**src/rtl/fdf_pkg.sv**
```systemverilog
// Shared constants and types for the fixed-length frame deframer.
package fdf_pkg;

	localparam int BYTE_W          = 8;
	localparam int IDX_W           = 6;
	localparam int MARK_LEN        = 4;
	localparam int FRAME_BYTES_DEF = 56;

	typedef logic [BYTE_W-1:0] byte_t;
	typedef logic [IDX_W-1:0]  idx_t;

	localparam byte_t HEAD_MARK = 8'hFF;
	localparam byte_t TAIL_MARK = 8'hEF;
	localparam byte_t PAD_MARK  = 8'h00;

	// Status from the window to the top level.
	typedef struct packed {
		logic hit;        // this beat completes a valid frame
		logic near_full;  // the next beat may complete a frame
	} win_stat_t;

endpackage

```
**src/rtl/fdf_if.sv**
```systemverilog
// Valid/ready channel interfaces for the received bytes and the payload beats.
interface fdf_byte_if;
	import fdf_pkg::*;

	logic  valid;
	logic  ready;
	byte_t data_byte;

	modport source (output valid, output data_byte, input ready);
	modport sink   (input valid, input data_byte, output ready);
endinterface

interface fdf_payload_if;
	import fdf_pkg::*;

	logic  valid;
	logic  ready;
	byte_t payload_byte;
	idx_t  payload_index;
	logic  is_last;

	modport source (output valid, output payload_byte, output payload_index,
		output is_last, input ready);
	modport sink   (input valid, input payload_byte, input payload_index,
		input is_last, output ready);
endinterface

```
**src/rtl/fixed_length_frame_deframer_top.sv**
```systemverilog
// The first payload beat is offered in the cycle after the frame's closing byte is taken.
// Throughput: one byte per ready cycle; a frame gives FRAME_BYTES-8 beats, one per ready cycle.
// During a burst, bytes are still taken until the window holds FRAME_BYTES-1 of them,
// as only then could a further frame complete; the payload holding register sets this.
// Reset (arst_n low, asynchronous) empties the window count and drops any pending burst.
module fixed_length_frame_deframer_top #(
	parameter int FRAME_BYTES = fdf_pkg::FRAME_BYTES_DEF
) (
	input  logic          clk,
	input  logic          arst_n,
	fdf_byte_if.sink      rx,
	fdf_payload_if.source payload
);
	import fdf_pkg::*;

	localparam int PAYLOAD_LEN = FRAME_BYTES - 2 * MARK_LEN;

	win_stat_t                stat;
	byte_t [PAYLOAD_LEN-1:0]  frame_payload;
	logic                     busy;
	logic                     rx_take;

	// A new frame needs a full window, so bytes keep flowing while one is pending.
	assign rx.ready = !busy || !stat.near_full;
	assign rx_take  = rx.valid && rx.ready;

	fdf_window #(.FRAME_BYTES(FRAME_BYTES)) u_window (
		.clk       (clk),
		.arst_n    (arst_n),
		.shift_en  (rx_take),
		.data_byte (rx.data_byte),
		.stat      (stat),
		.payload   (frame_payload)
	);

	fdf_burst #(.FRAME_BYTES(FRAME_BYTES)) u_burst (
		.clk     (clk),
		.arst_n  (arst_n),
		.load    (rx_take && stat.hit),
		.payload (frame_payload),
		.busy    (busy),
		.tx      (payload)
	);

endmodule

```
**src/rtl/fdf_window.sv**
```systemverilog
// Sliding byte window with fill count and header/tail frame detection.
module fdf_window #(
	parameter int FRAME_BYTES = fdf_pkg::FRAME_BYTES_DEF
) (
	input  logic                  clk,
	input  logic                  arst_n,
	input  logic                  shift_en,
	input  fdf_pkg::byte_t        data_byte,
	output fdf_pkg::win_stat_t    stat,
	output fdf_pkg::byte_t [FRAME_BYTES-2*fdf_pkg::MARK_LEN-1:0] payload
);
	import fdf_pkg::*;

	localparam int PAYLOAD_LEN = FRAME_BYTES - 2 * MARK_LEN;
	localparam int CNT_W       = $clog2(FRAME_BYTES + 1);
	localparam logic [CNT_W-1:0] FULL_CNT = CNT_W'(FRAME_BYTES);
	localparam logic [CNT_W-1:0] NEAR_CNT = CNT_W'(FRAME_BYTES - 1);

	// Index 0 holds the newest byte, the top index the oldest.
	byte_t [FRAME_BYTES-1:0] win_q;
	byte_t [FRAME_BYTES-1:0] win_nxt;
	logic  [CNT_W-1:0]       count_q;
	logic                    head_ok;
	logic                    tail_ok;

	assign win_nxt = {win_q[FRAME_BYTES-2:0], data_byte};

	// Outer marks of the window as it stands after this beat.
	assign head_ok = (win_nxt[FRAME_BYTES-1] == HEAD_MARK) &&
		(win_nxt[FRAME_BYTES-2] == PAD_MARK) &&
		(win_nxt[FRAME_BYTES-3] == PAD_MARK) &&
		(win_nxt[FRAME_BYTES-4] == PAD_MARK);
	assign tail_ok = (win_nxt[3] == TAIL_MARK) && (win_nxt[2] == PAD_MARK) &&
		(win_nxt[1] == PAD_MARK) && (win_nxt[0] == PAD_MARK);

	assign stat.near_full = (count_q >= NEAR_CNT);
	assign stat.hit       = stat.near_full && head_ok && tail_ok;

	// Payload in arrival order, taken from the window after this beat.
	for (genvar k = 0; k < PAYLOAD_LEN; k++) begin : g_pay
		assign payload[k] = win_nxt[FRAME_BYTES-1-MARK_LEN-k];
	end

	// Byte shift line; its contents only count once the window is full.
	always_ff @(posedge clk) begin
		if (shift_en) begin
			win_q <= win_nxt;
		end
	end

	// Fill count, emptied when a frame is taken.
	always_ff @(posedge clk or negedge arst_n) begin
		if (!arst_n) begin
			count_q <= '0;
		end else if (shift_en) begin
			if (stat.hit) begin
				count_q <= '0;
			end else if (count_q != FULL_CNT) begin
				count_q <= count_q + 1'b1;
			end
		end
	end

endmodule

```
**src/rtl/fdf_burst.sv**
```systemverilog
// Payload holding register that plays a taken frame out one beat at a time.
module fdf_burst #(
	parameter int FRAME_BYTES = fdf_pkg::FRAME_BYTES_DEF
) (
	input  logic                  clk,
	input  logic                  arst_n,
	input  logic                  load,
	input  fdf_pkg::byte_t [FRAME_BYTES-2*fdf_pkg::MARK_LEN-1:0] payload,
	output logic                  busy,
	fdf_payload_if.source         tx
);
	import fdf_pkg::*;

	localparam int   PAYLOAD_LEN = FRAME_BYTES - 2 * MARK_LEN;
	localparam idx_t LAST_IDX    = IDX_W'(PAYLOAD_LEN - 1);

	byte_t [PAYLOAD_LEN-1:0] buf_q;
	idx_t                    idx_q;
	logic                    busy_q;
	logic                    beat_done;

	assign beat_done = busy_q && tx.ready;

	assign busy             = busy_q;
	assign tx.valid         = busy_q;
	assign tx.payload_byte  = buf_q[0];
	assign tx.payload_index = idx_q;
	assign tx.is_last       = (idx_q == LAST_IDX);

	// Payload shift line: load a whole frame, move one byte down per beat.
	always_ff @(posedge clk) begin
		if (load) begin
			buf_q <= payload;
		end else if (beat_done) begin
			for (int k = 0; k < PAYLOAD_LEN - 1; k++) begin
				buf_q[k] <= buf_q[k+1];
			end
		end
	end

	// Burst control: busy flag and beat index.
	always_ff @(posedge clk or negedge arst_n) begin
		if (!arst_n) begin
			busy_q <= 1'b0;
			idx_q  <= '0;
		end else if (load) begin
			busy_q <= 1'b1;
			idx_q  <= '0;
		end else if (beat_done) begin
			if (idx_q == LAST_IDX) begin
				busy_q <= 1'b0;
				idx_q  <= '0;
			end else begin
				idx_q <= idx_q + 1'b1;
			end
		end
	end

endmodule

```
**src/flat_wrapper.sv**
```systemverilog
// flat-port wrapper written by rule: the top's interface ports become plain ports
module fixed_length_frame_deframer_top_flat import fdf_pkg::*;
#(
	parameter int FRAME_BYTES = fdf_pkg::FRAME_BYTES_DEF
)
  (clk, arst_n, rx_valid, rx_data_byte, rx_ready, payload_valid, payload_payload_byte, payload_payload_index, payload_is_last, payload_ready);
  fdf_byte_if rx_i ();
  fdf_payload_if payload_i ();
  input  logic clk;
  input  logic arst_n;
  input wire logic [$bits(rx_i.valid)-1:0] rx_valid;
  input wire logic [$bits(rx_i.data_byte)-1:0] rx_data_byte;
  output wire logic [$bits(rx_i.ready)-1:0] rx_ready;
  output wire logic [$bits(payload_i.valid)-1:0] payload_valid;
  output wire logic [$bits(payload_i.payload_byte)-1:0] payload_payload_byte;
  output wire logic [$bits(payload_i.payload_index)-1:0] payload_payload_index;
  output wire logic [$bits(payload_i.is_last)-1:0] payload_is_last;
  input wire logic [$bits(payload_i.ready)-1:0] payload_ready;
  assign rx_i.valid = rx_valid;
  assign rx_i.data_byte = rx_data_byte;
  assign rx_ready = rx_i.ready;
  assign payload_valid = payload_i.valid;
  assign payload_payload_byte = payload_i.payload_byte;
  assign payload_payload_index = payload_i.payload_index;
  assign payload_is_last = payload_i.is_last;
  assign payload_i.ready = payload_ready;
  fixed_length_frame_deframer_top #(.FRAME_BYTES(FRAME_BYTES)) u_core (.clk(clk), .arst_n(arst_n), .rx(rx_i), .payload(payload_i));
endmodule
```
**config.mk**
```make
export PLATFORM = sky130hd
export DESIGN_NAME = fixed_length_frame_deframer_top_flat
export DESIGN_NICKNAME = d
export VERILOG_FILES = /design/src/rtl/fdf_pkg.sv /design/src/rtl/fdf_if.sv /design/src/rtl/fixed_length_frame_deframer_top.sv /design/src/rtl/fdf_window.sv /design/src/rtl/fdf_burst.sv /design/src/flat_wrapper.sv
export SDC_FILE = /design/constraint.sdc
export NUM_CORES = 1
export LEC_CHECK = 0
export ABC_AREA = 1
export BUFFER_PORTS_ARGS = -buffer_cell sky130_fd_sc_hd__buf_4
export CAP_MARGIN = 30
export CORE_ASPECT_RATIO = 0.9
export CORE_MARGIN = 4
export CORE_UTILIZATION = 65
export CTS_BUF_LIST = sky130_fd_sc_hd__clkbuf_4 sky130_fd_sc_hd__clkbuf_8
export CTS_CLUSTER_SIZE = 30
export DETAILED_ROUTE_END_ITERATION = 10
export GPL_TIMING_DRIVEN = 0
export PLACE_DENSITY = 0.91
export SLEW_MARGIN = 20
export SYNTH_ARGS = -nofsm -noshare
export SYNTH_HDL_FRONTEND = slang
export SYNTH_HIERARCHICAL = 1
export SYNTH_SLANG_ARGS = --single-unit
```
**constraint.sdc**
```tcl
create_clock -name clk -period 14.7 [get_ports clk]
set_input_delay 1.47 -clock clk [delete_from_list [all_inputs] [get_ports clk]]
set_output_delay 1.47 -clock clk [all_outputs]
set_load 0.01 [all_outputs]
```
==> results.json, run 1 <==
{
  "crit_family": "buffers and inverters",
  "syn_area_sq_mm": 0.0338,
  "hp-class": "flip-flop to flip-flop",
  "drt_iter0_markers": 1862,
  "rsz0062_at_grt": "no",
  "hold_slack_ns": 0.423,
  "die_h_um": 224,
  "design.core.area_sq_mm": 0.0509,
  "avgRoutedWirePerCell_um": 17.8,
  "die_area_sq_mm": 0.0557,
  "worst-path-buf-inv": 8,
  "slowest_delay_ns": 0.42,
  "start_util_pct": 66.3,
  "layout_worst_path_cycle_share_pct": 28.1,
  "crit_required_ns": 15.03,
  "dpl.hpwl_mm": 37.9,
  "setup_viol_count_final": 0,
  "p_leak_nw": 15.1,
  "dieWidth_um": 248,
  "cts.path.max_buffers": 3,
  "cts-buffers-inserted": 120,
  "antenna_left": 0,
  "antennaDiodeCount": 0,
  "syn_inst": 2645,
  "viasPerCell": 5.30,
  "clock_sinks": 837,
  "cts-root-buf": "clkbuf_8",
  "placed_cell_area_sq_mm": 0.0351,
  "grt_first_pass_wirelength_mm": 101,
  "first_pass_iters": 6,
  "path_clk_slew_ns": 0.06,
  "slew_headroom_pct": 63.8,
  "max_freq_mhz": 242,
  "place_congestion": 0.791,
  "worst_pin_slew_ns": 0.543,
  "final_area_sq_mm": 0.0374,
  "synthDistinctLibCells": 27,
  "drc": 0,
  "tns_ns": 0,
  "grt_pass1_vias": 20000,
  "wl_mm": 63.7,
  "nets": 2819,
  "cts_resized": 0,
  "cts_tree": "yes",
  "ys_seq_elements": 837,
  "powerDensity_mw_per_mm2": 124,
  "hold_violations": 0,
  "grt_max_degree": 100,
  "io_buffers": 28,
  "area_growth_pct": 10.7,
  "antenna_found_initial": 2,
  "critPathArrivalTime_ns": 4.46,
  "startpoint_type": "primary input",
  "vias": 19000,
  "drive_above_1_share_pct": 24.4,
  "period_needed_ns": 4.12,
  "vdd_ir_drop_max_mv": 0.0723,
  "criticalPathCategory": "primary input to flip-flop",
  "max_cap_viol_count": 0,
  "ys_warn_count": 6,
  "htreeDepth": 3,
  "path_common_cell": "inv_1",
  "boundaryPins": 29,
  "endpoint_kind": "flip-flop",
  "ctsHoldBuffers": 0,
  "crit_chain": "buf_4 -> nor2_1 -> nand2_1 -> nor2_1 -> nand2_1 -> inv_1 -> nand3_1 -> inv_1 -> inv_1 -> nor2_2 -> buf_4 -> inv_2 -> buf_6 -> nand2_8 -> buf_16",
  "slowest_stage": "buf_16",
  "status": "completed",
  "fin_util_pct": 73.5,
  "avgSynthCellArea_sq_um": 12.8,
  "clk_latency_ns": 0.72,
  "grt_overflow": 0,
  "synth-seq-area-share_pct": 74.2,
  "finClkSkew_ns": 0.0446,
  "syn_nets": 2660,
  "track_usage_pct": 23.3,
  "post_cts_buffers": 0,
  "crit_fanout": 96,
  "row_count": 78,
  "slew_violations": 0
}
==> report_power, final <==
part	internal (W)	total, W	switching, W
Clock	0.000926	0.00177	0.000846
Combinational	0.0000739	0.000129	0.0000549
Sequential	0.00268	0.00273	0.0000449
Total	0.00368	0.00463	0.000946
==> cell type report <==
type | instances | area, sq um
buffer | 478 | 3580
sequential | 837 | 25100
clock buffer | 169 | 2040
inverter | 27 | 109
timing repair buffer | 37 | 458
clock inverter | 48 | 269
multi-input combinational | 1303 | 5050
fill | 2764 | 13500
tap | 680 | 851
==> state kept, by name, indices dropped and copies added (netlist names) <==
name	flops
u_core/u_window/count_q	6
u_core/u_window/win_nxt	56
u_core/u_burst/busy	1
u_core/u_burst/tx.payload_byte	8
u_core/u_window/payload	384
u_core/u_burst/buf_q	376
u_core/u_burst/tx.payload_index	6
==> worst reg2reg max path, stage by stage, from the launching register on <==
cell and delay [ns]:
edfxtp_1 0.56, nor2_1 0.23, nand2_1 0.13, nor2_1 0.13, nand2_1 0.12, nor2_1 0.12, nand3_1 0.20, inv_1 0.10
inv_1 0.05, nor2_2 0.37, buf_4 0.34, inv_2 0.13, buf_6 0.20, nand2_8 0.40, buf_16 0.47
==> cell usage in the layout, fill, tap and decap left out, types with 2 or more instances in the layout <==
master	instances
inv_6	2
nand2_2	5
buf_2	45
buf_16	9
clkbuf_8	123
clkbuf_4	46
nand2_1	1196
buf_6	32
nand3_1	10
buf_4	426
ha_1	3
clkinv_1	36
nor2_1	62
clkbuf_1	3
nor2_2	3
inv_1	24
clkinv_2	6
inv_8	3
nand4_1	11
xor2_1	3
edfxtp_1	824
dfrtp_1	13
bufinv_16	2
==> synthesized netlist by cell type (all sizes together) <==
library cell | number | area (sq um)
xnor2 | 1 | 8.76
clkinv | 1 | 3.75
nand2 | 1202 | 4530
clkbuf | 3 | 11.3
ha | 3 | 37.5
xor2 | 3 | 26.3
inv | 26 | 97.6
o21ai | 2 | 10.0
buf | 475 | 3570
edfxtp | 824 | 24700
nor3 | 1 | 5.00
nand3 | 11 | 60.1
a21oi | 2 | 21.3
nand4 | 11 | 68.8
nor2 | 66 | 263
dfrtp | 13 | 325
o21bai | 1 | 7.51
==> path summary, 6_finish.rpt <==
| check | start | end | slack (ns) | cells after the start |
|---|---|---|---|---|
| min in group asynchronous | arst_n | u_core/u_burst/busy | 0.59 | 1 |
| max in group asynchronous | arst_n | u_core/u_window/count_q[1] | 13.91 | 1 |
| worst max register to register | u_core/u_window/win_nxt[423] | u_core/u_burst/buf_q[47] | 10.65 | 14 |
| worst max-delay path | rx_data_byte[5] | u_core/u_burst/buf_q[47] | 10.58 | 15 |
| worst min register to register | u_core/u_window/payload[373] | u_core/u_window/payload[365] | 0.42 | 0 |
| worst min-delay path | u_core/u_window/payload[373] | u_core/u_window/payload[365] | 0.42 | 0 |
==> logic make-up (layout without fill, tap and decap cells) <==
| group | after synthesis | after routing | share of synthesized area [%] |
|---|---|---|---|
| fa+ha+maj | 3 | 3 | 0.111 |
| xor+xnor | 4 | 4 | 0.104 |
| buf+inv | 505 | 759 | 10.9 |
| compound gates | 5 | 5 | 0.115 |
| flops | 837 | 837 | 74.2 |
| simple gates | 1291 | 1291 | 14.6 |
==> stage by stage <==
stage / total power, W / setup slack [ns] / std cells
3_5_place_dp: 0.00290 / 9.99 / 3362
4_1_cts: 0.00466 / 10.69 / 3579
2_1_floorplan: 0.00288 / 3.28 / 2645
3_3_place_gp: 0.00291 / -0.474 / 3353
5_1_grt: 0.00480 / 10.36 / 3579
6_report: 0.00463 / 10.58 / 3579
==> layer usage <==
layer	wire length, um	global-route usage, %
met4	1750	7.65
met5	7	0
met2	33200	41.0
met3	5580	6.32
met1	23100	28.1
Power figures use the tool's default switching activity.
==> run 2: changes to the inputs <==
--- a/config.mk
+++ b/config.mk
@@ -5,17 +5,17 @@
 export SDC_FILE = /design/constraint.sdc
 export NUM_CORES = 1
 export LEC_CHECK = 0
-export ABC_AREA = 1
+export ABC_AREA = 0
 export BUFFER_PORTS_ARGS = -buffer_cell sky130_fd_sc_hd__buf_4
 export CAP_MARGIN = 30
 export CORE_ASPECT_RATIO = 0.9
 export CORE_MARGIN = 4
-export CORE_UTILIZATION = 65
+export CORE_UTILIZATION = 59
 export CTS_BUF_LIST = sky130_fd_sc_hd__clkbuf_4 sky130_fd_sc_hd__clkbuf_8
 export CTS_CLUSTER_SIZE = 30
 export DETAILED_ROUTE_END_ITERATION = 10
 export GPL_TIMING_DRIVEN = 0
-export PLACE_DENSITY = 0.91
+export PLACE_DENSITY = 0.87
 export SLEW_MARGIN = 20
 export SYNTH_ARGS = -nofsm -noshare
 export SYNTH_HDL_FRONTEND = slang
==> constraint.sdc (replaced) <==
create_clock -name clk -period 3.4 [get_ports clk]
set_input_delay 0.34 -clock clk [delete_from_list [all_inputs] [get_ports clk]]
set_output_delay 0.34 -clock clk [all_outputs]
set_load 0.01 [all_outputs]
==> run 2 against run 1 <==
  * Clock skew increased by 0.020 ns
  * Critical endpoint is now u_core/u_burst/buf_q[76]
  * Combinational power increased to 5.4 times the previous value
  * Highest routed layer unchanged
  * Register-to-register slack got worse by 11 ns
  * Worst setup slack worse by 11 ns
  * Core utilization decreased by 5.6 points
==> results.json, run 2 <==
{
  "status": "completed",
  "synth_top_area_share_pct": 74.4,
  "ys_seq_elements": 837,
  "path_common_cell": "buf_2",
  "yosys-top-cells-area": "edfxtp_1 (74%), mux2_2 (13%), buf_4 (8.9%)",
  "synth_common_cells": "edfxtp_1 (824), buf_4 (393), mux2_2 (376)",
  "die_h_um": 233,
  "crit_fanout": 25,
  "synthDistinctLibCells": 40,
  "period_needed_ns": 3.34,
  "wl_mm": 61.9,
  "vias": 15600,
  "grt_max_degree": 61,
  "avgRoutedWirePerCell_um": 22.0,
  "synth_top_flop_cell": "edfxtp_1",
  "dpl.hpwl_mm": 30.6,
  "syn_inst": 1760,
  "ys_warn_count": 6,
  "place_congestion": 0.775,
  "synth-seq-area-share_pct": 75.4,
  "async_flop_share_pct": 1.55,
  "worst_pin_slew_ns": 0.655,
  "final_common_cell": "edfxtp_1",
  "vdd_ir_drop_max_mv": 0.442,
  "start_util_pct": 59.7,
  "crit_required_ns": 3.87,
  "powerDensity_mw_per_mm2": 537,
  "slowest_stage": "or4_1",
  "cts_tree": "yes",
  "nets": 1975,
  "grt_pass1_vias": 16700,
  "viasPerCell": 5.52,
  "startpoint": "u_core/u_window/win_nxt[20]",
  "crit_path_end": "u_core/u_burst/buf_q[76]",
  "io_buffers": 28,
  "design.core.area_sq_mm": 0.0557,
  "syn_nets": 1775,
  "worst-path-buf-inv": 3,
  "grt_overflow": 0,
  "critPathArrivalTime_ns": 3.80,
  "dieWidth_um": 258,
  "antenna_found_initial": 2,
  "area_growth_pct": 13.7,
  "slew_violations": 0,
  "timing.rr.start": "u_core/u_window/win_nxt[20]",
  "finClkSkew_ns": 0.0642,
  "synth_edf_count": 824,
  "layout_setup_ws_ns": 0.0609,
  "criticalPathCategory": "flip-flop to flip-flop",
  "drc": 0,
  "hold_violations": 0,
  "largest_reg_flops": 384,
  "setup_viol_count_final": 0,
  "rsz0062_at_grt": "yes",
  "endpoint_kind": "flip-flop",
  "syn_area_sq_mm": 0.0332,
  "startpoint_type": "flip-flop",
  "cts-root-buf": "clkbuf_8",
  "clock_sinks": 837,
  "crit_family": "simple AND/OR/NAND/NOR gates",
  "track_usage_pct": 20.5,
  "fin_cells": 2819,
  "slowest_delay_ns": 0.54,
  "die_area_sq_mm": 0.0602,
  "reg2reg_to": "u_core/u_burst/buf_q[76]",
  "dpl_worst_slack_ns": -0.972,
  "filler_cell_count": 3185,
  "drive_above_1_share_pct": 53.0,
  "tns_ns": 0,
  "first_pass_iters": 7,
  "grt_first_pass_wirelength_mm": 95.7,
  "htreeDepth": 3,
  "hold_slack_ns": 0.198,
  "row_count": 82,
  "avgSynthCellArea_sq_um": 18.9,
  "r2r_cells": 9,
  "drt_iter0_markers": 1351,
  "crit_chain": "nor4bb_2 -> nand4_1 -> or4_1 -> nor2_1 -> and3_4 -> buf_12 -> buf_2 -> buf_2 -> mux2_2",
  "layout_worst_path_cycle_share_pct": 98.2,
  "place_inst": 2561,
  "clk_latency_ns": 0.74,
  "slew_headroom_pct": 56.3,
  "max_freq_mhz": 299,
  "cts.path.max_buffers": 3,
  "synth_most_common_cell": "edfxtp_1",
  "path_clk_slew_ns": 0.08,
  "cts-buffers-inserted": 119,
  "r2r_setup_slack_ns": 0.06,
  "max_cap_viol_count": 0,
  "synth_area_leader_cell": "edfxtp_1",
  "hp-class": "primary input to flip-flop",
  "antennaDiodeCount": 0,
  "antenna_left": 0,
  "mostFrequentLayoutCells": "edfxtp_1 (824), buf_4 (436), mux2_2 (376), clkbuf_8 (120), clkbuf_4 (63)",
  "p_leak_nw": 13.3,
  "cp.depth": 9,
  "boundaryPins": 29
}
-- run 2: changes by cell type in the layout (fill, tap and decap cells not counted), moves of 6 or more --
cell | before | now
clkbuf_4 | 46 | 63
buf_6 | 32 | 0
buf_2 | 45 | 26
clkinv_2 | 6 | 13
a21oi_1 | 1 | 10
nand2_1 | 1196 | 11
nor4_1 | 0 | 7
buf_12 | 0 | 7
inv_1 | 24 | 6
nor2_1 | 62 | 5
dlygate4sd3_1 | 0 | 11
mux2_2 | 0 | 376
buf_4 | 426 | 436
bufbuf_16 | 0 | 6
-- run 2: timing repair --
item | CTS | global route
endpoints found under the hold margin | 23 | 0
hold buffers | 11 | 0
resized for setup | 10 | 20
setup endpoints to repair | 726 | 511
gates cloned | 10 | 0
pin swaps | 5 | 1
setup buffers | 15 | 1
-- run 2: worst min path at each step --
| stage | from | endpoint | slack (ns) | cells after the start |
|---|---|---|---|---|
| final | rx_valid | u_core/u_burst/tx.payload_index[4] | 0.20 | 4 |
| after global routing | rx_valid | u_core/u_burst/tx.payload_index[4] | 0.17 | 4 |
| after global placement | arst_n | u_core/u_burst/tx.payload_index[1] | 0.19 | 1 |
| after floorplan | arst_n | u_core/u_burst/busy | 0.04 | 0 |
| after CTS | rx_valid | u_core/u_burst/buf_q[382] | 0.16 | 3 |
| after detailed placement | arst_n | u_core/u_burst/tx.payload_index[1] | 0.19 | 1 |
-- run 2: power breakdown --
group / switching (W) / internal [W]
clock network: 0.00386 / 0.00392
registers: 0.000206 / 0.0116
logic: 0.000320 / 0.000380
-- run 2: cell families (layout without fill, tap and decap cells) --
logic type / Yosys count / after routing / share of synthesized area [%]
AND/OR/NAND/NOR: 72 / 73 / 1.52
buffers and inverters: 445 / 747 / 9.63
adder cells (fa/ha/maj): 3 / 3 / 0.113
flip-flops: 837 / 837 / 75.4
multiplexers: 378 / 378 / 12.8
XOR/XNOR: 5 / 5 / 0.132
AO/OA/AOI/OAI: 20 / 20 / 0.380
-- run 2: final cells by class --
type                    count  area, sq um  area share (%)
plain buffers             436         3220            8.52
clock buffers             168         2010            5.32
clock inverters            56          309           0.818
inverters                   7         26.3          0.0695
multi-input cells         479         5070            13.4
flip-flops and latches    837        25100            66.3
well taps                 756          946            2.50
repair buffers             80         1130            3.00
-- run 2: worst min-delay path: stages --
cell and delay, ns:
buf_4 0.08, and3_4 0.20, buf_12 0.20, a21oi_1 0.06
-- run 2: per-layer routing --
metal,up-vias,GRT usage [%],wire (um)
met1,8045,26.1,24100
li1,6714,-,-
met3,145,3.75,3690
met2,647,36.1,32600
met4,2,6.80,1600
met5,-,0,13
-- run 2: through the flow --
stage	power, W	instance area [sq um]	util [%]
after CTS	0.0203	37700	67.7
after global placement	0.0126	34400	61.8
after floorplan	0.0124	33300	-
after detailed placement	0.0126	34900	62.6
final	0.0203	37800	67.8
after global routing	0.0210	37800	67.8
==> run 3: changes to the inputs <==
--- a/config.mk
+++ b/config.mk
@@ -10,12 +10,12 @@
 export CAP_MARGIN = 30
 export CORE_ASPECT_RATIO = 0.9
 export CORE_MARGIN = 4
-export CORE_UTILIZATION = 59
+export CORE_UTILIZATION = 65
 export CTS_BUF_LIST = sky130_fd_sc_hd__clkbuf_4 sky130_fd_sc_hd__clkbuf_8
 export CTS_CLUSTER_SIZE = 30
 export DETAILED_ROUTE_END_ITERATION = 10
 export GPL_TIMING_DRIVEN = 0
-export PLACE_DENSITY = 0.87
+export PLACE_DENSITY = 0.91
 export SLEW_MARGIN = 20
 export SYNTH_ARGS = -nofsm -noshare
 export SYNTH_HDL_FRONTEND = slang
==> constraint.sdc (replaced) <==
create_clock -name clk -period 3.8 [get_ports clk]
set_input_delay 0.38 -clock clk [delete_from_list [all_inputs] [get_ports clk]]
set_output_delay 0.38 -clock clk [all_outputs]
set_load 0.01 [all_outputs]
==> run 3 against run 2 <==
  * Critical path depth up 3
  * Cell area down 0.39%
  * Clock skew decreased by 0.011 ns
  * Sequential power decreased by 10%
  * Clock-buffer cell count shrank 15
  * Non-clock buffer count decreased by 10
  * Maximum frequency down 11%
  * Wire length up 10%
  * Flip-flop and latch count did not move
  * Total power decreased by 9.1%
  * Combinational power decreased by 7.3%
  * Critical path type unchanged
  * Critical endpoint is now u_core/u_burst/buf_q[37]
==> results.json, run 3 (synthesis gave the netlist of run 2 again) <==
{
  "p_total_w": 0.0184,
  "rsz0062_at_grt": "no",
  "wl_mm": 68.2,
  "clock_sinks": 837,
  "setup_viol_count_final": 0,
  "grt_overflow": 0,
  "vdd_ir_drop_max_mv": 0.383,
  "hold_violations": 0,
  "largest_reg_flops": 384,
  "max_cap_viol_count": 0,
  "dieWidth_um": 246,
  "die_area_sq_mm": 0.0548,
  "endpoint_kind": "flip-flop",
  "antennaDiodeCount": 0,
  "criticalPathCategory": "flip-flop to flip-flop",
  "antenna_found_initial": 0,
  "htreeDepth": 3,
  "boundaryPins": 29,
  "vias": 15900,
  "path_clk_slew_ns": 0.09,
  "nets": 1964,
  "internal_power_w": 0.0143,
  "filler_cell_count": 2432,
  "startpoint_type": "flip-flop",
  "cts-root-buf": "clkbuf_8",
  "timing.rr.start": "u_core/u_window/win_nxt[424]",
  "reg2reg_to": "u_core/u_burst/buf_q[37]",
  "clk_latency_ns": 0.75,
  "mostFrequentLayoutCells": "edfxtp_1 (824), buf_4 (426), mux2_2 (376), clkbuf_8 (126), buf_2 (41)",
  "track_usage_pct": 24.8,
  "drive_above_1_share_pct": 53.0,
  "max_freq_mhz": 267,
  "row_count": 78,
  "switching_share_pct": 22.2,
  "grt_max_degree": 57,
  "placed_cell_area_sq_mm": 0.0348,
  "grt_first_pass_wirelength_mm": 103,
  "drt_iter0_markers": 1593,
  "antenna_left": 0,
  "crit_required_ns": 4.24,
  "drc": 0,
  "final_common_cell": "edfxtp_1",
  "pwr-share-clk_pct": 39.1,
  "cts.path.max_buffers": 3,
  "status": "completed",
  "critPathArrivalTime_ns": 4.19,
  "worst_pin_slew_ns": 0.763,
  "p_sw_w": 0.00409,
  "dpl.hpwl_mm": 32.2,
  "p_leak_nw": 13.3,
  "final_area_sq_mm": 0.0376,
  "area_growth_pct": 13.2,
  "r2r_setup_slack_ns": 0.05,
  "slew_headroom_pct": 48.5,
  "fin_cells": 2724,
  "slew_violations": 0,
  "place_inst": 2485,
  "cts-buffers-inserted": 118,
  "hp-class": "primary input to asynchronous set/reset pin",
  "design.core.area_sq_mm": 0.0505,
  "start_util_pct": 65.9,
  "place_congestion": 0.786,
  "die_h_um": 223,
  "finClkSkew_ns": 0.0530,
  "powerDensity_mw_per_mm2": 490,
  "layout_worst_path_cycle_share_pct": 98.6,
  "io_buffers": 28,
  "period_needed_ns": 3.75,
  "layout_setup_ws_ns": 0.0525,
  "first_pass_iters": 6,
  "seqPwrFrac_pct": 57.4,
  "tns_ns": 0,
  "cts_tree": "yes",
  "avgRoutedWirePerCell_um": 25.0,
  "dpl_worst_slack_ns": -0.807,
  "viasPerCell": 5.84,
  "comb_power_share_pct": 3.5,
  "r2r_cells": 12,
  "grt_pass1_vias": 17000,
  "crit_fanout": 27
}
run 3: layout make-up:
type	instances	area [sq um]	share of cell area (%)
multi-input combinational	479	5090	13.5
sequential	837	25100	66.6
tap	680	851	2.26
clock buffer	153	1930	5.13
clock inverter	62	423	1.12
inverter	7	26.3	0.0698
buffer	438	3200	8.49
timing repair buffer	68	1050	2.78
run 3: critical path, stage by stage (launching register included):
cell	delay, ns
edfxtp_1	0.48
nor4b_4	0.35
nand4_1	0.19
or4_1	0.53
nor2_1	0.11
and3_4	0.21
clkbuf_8	0.18
buf_6	0.19
buf_6	0.20
nand2b_4	0.25
buf_16	0.19
buf_16	0.18
bufbuf_16	0.35
run 3: what timing repair did:
item,CTS,global route
hold endpoints to repair,23,0
hold buffers,10,0
cloned,8,2
pin swaps,2,0
resized for setup,12,6
endpoints found under the setup margin,347,136
buffers inserted,4,2
run 3: stage by stage:
| step | hold WS [ns] | util, % |
|---|---|---|
| 3_5_place_dp | 0.235 | 68.9 |
| 3_3_place_gp | 0.227 | 68.1 |
| 5_1_grt | 0.0137 | 74.6 |
| 2_1_floorplan | 0.0844 | - |
| 4_1_cts | 0.00280 | 74.4 |
| 6_report | 0.0215 | 74.6 |
run 3: worst max path at each step:
stage	from	to
after CTS	u_core/u_window/win_nxt[439]	u_core/u_burst/buf_q[37]
after floorplan	u_core/u_window/count_q[1]	u_core/u_window/count_q[2]
after global routing	u_core/u_window/win_nxt[439]	u_core/u_burst/buf_q[37]
after global placement	u_core/u_window/count_q[1]	u_core/u_window/count_q[2]
after detailed placement	rx_data_byte[2]	u_core/u_burst/buf_q[11]
final	u_core/u_window/win_nxt[424]	u_core/u_burst/buf_q[37]
run 3: layer usage:
layer | global-route usage, % | up-vias | routed length, um
li1 | - | 6681 | -
met1 | 31.8 | 8204 | 25500
met2 | 43.1 | 862 | 36000
met3 | 5.00 | 158 | 4760
met4 | 7.98 | 0 | 1940
met5 | 0 | - | 0
run 3: power groups by stage:
stage               Sequential (W)  Clock (W)  Combinational, W
finish                      0.0106    0.00720          0.000649
detailed placement          0.0107          0          0.000581
CTS                         0.0106    0.00719          0.000626
floorplan                   0.0107          0          0.000444
global route                0.0106    0.00775          0.000679
global placement            0.0107          0          0.000503
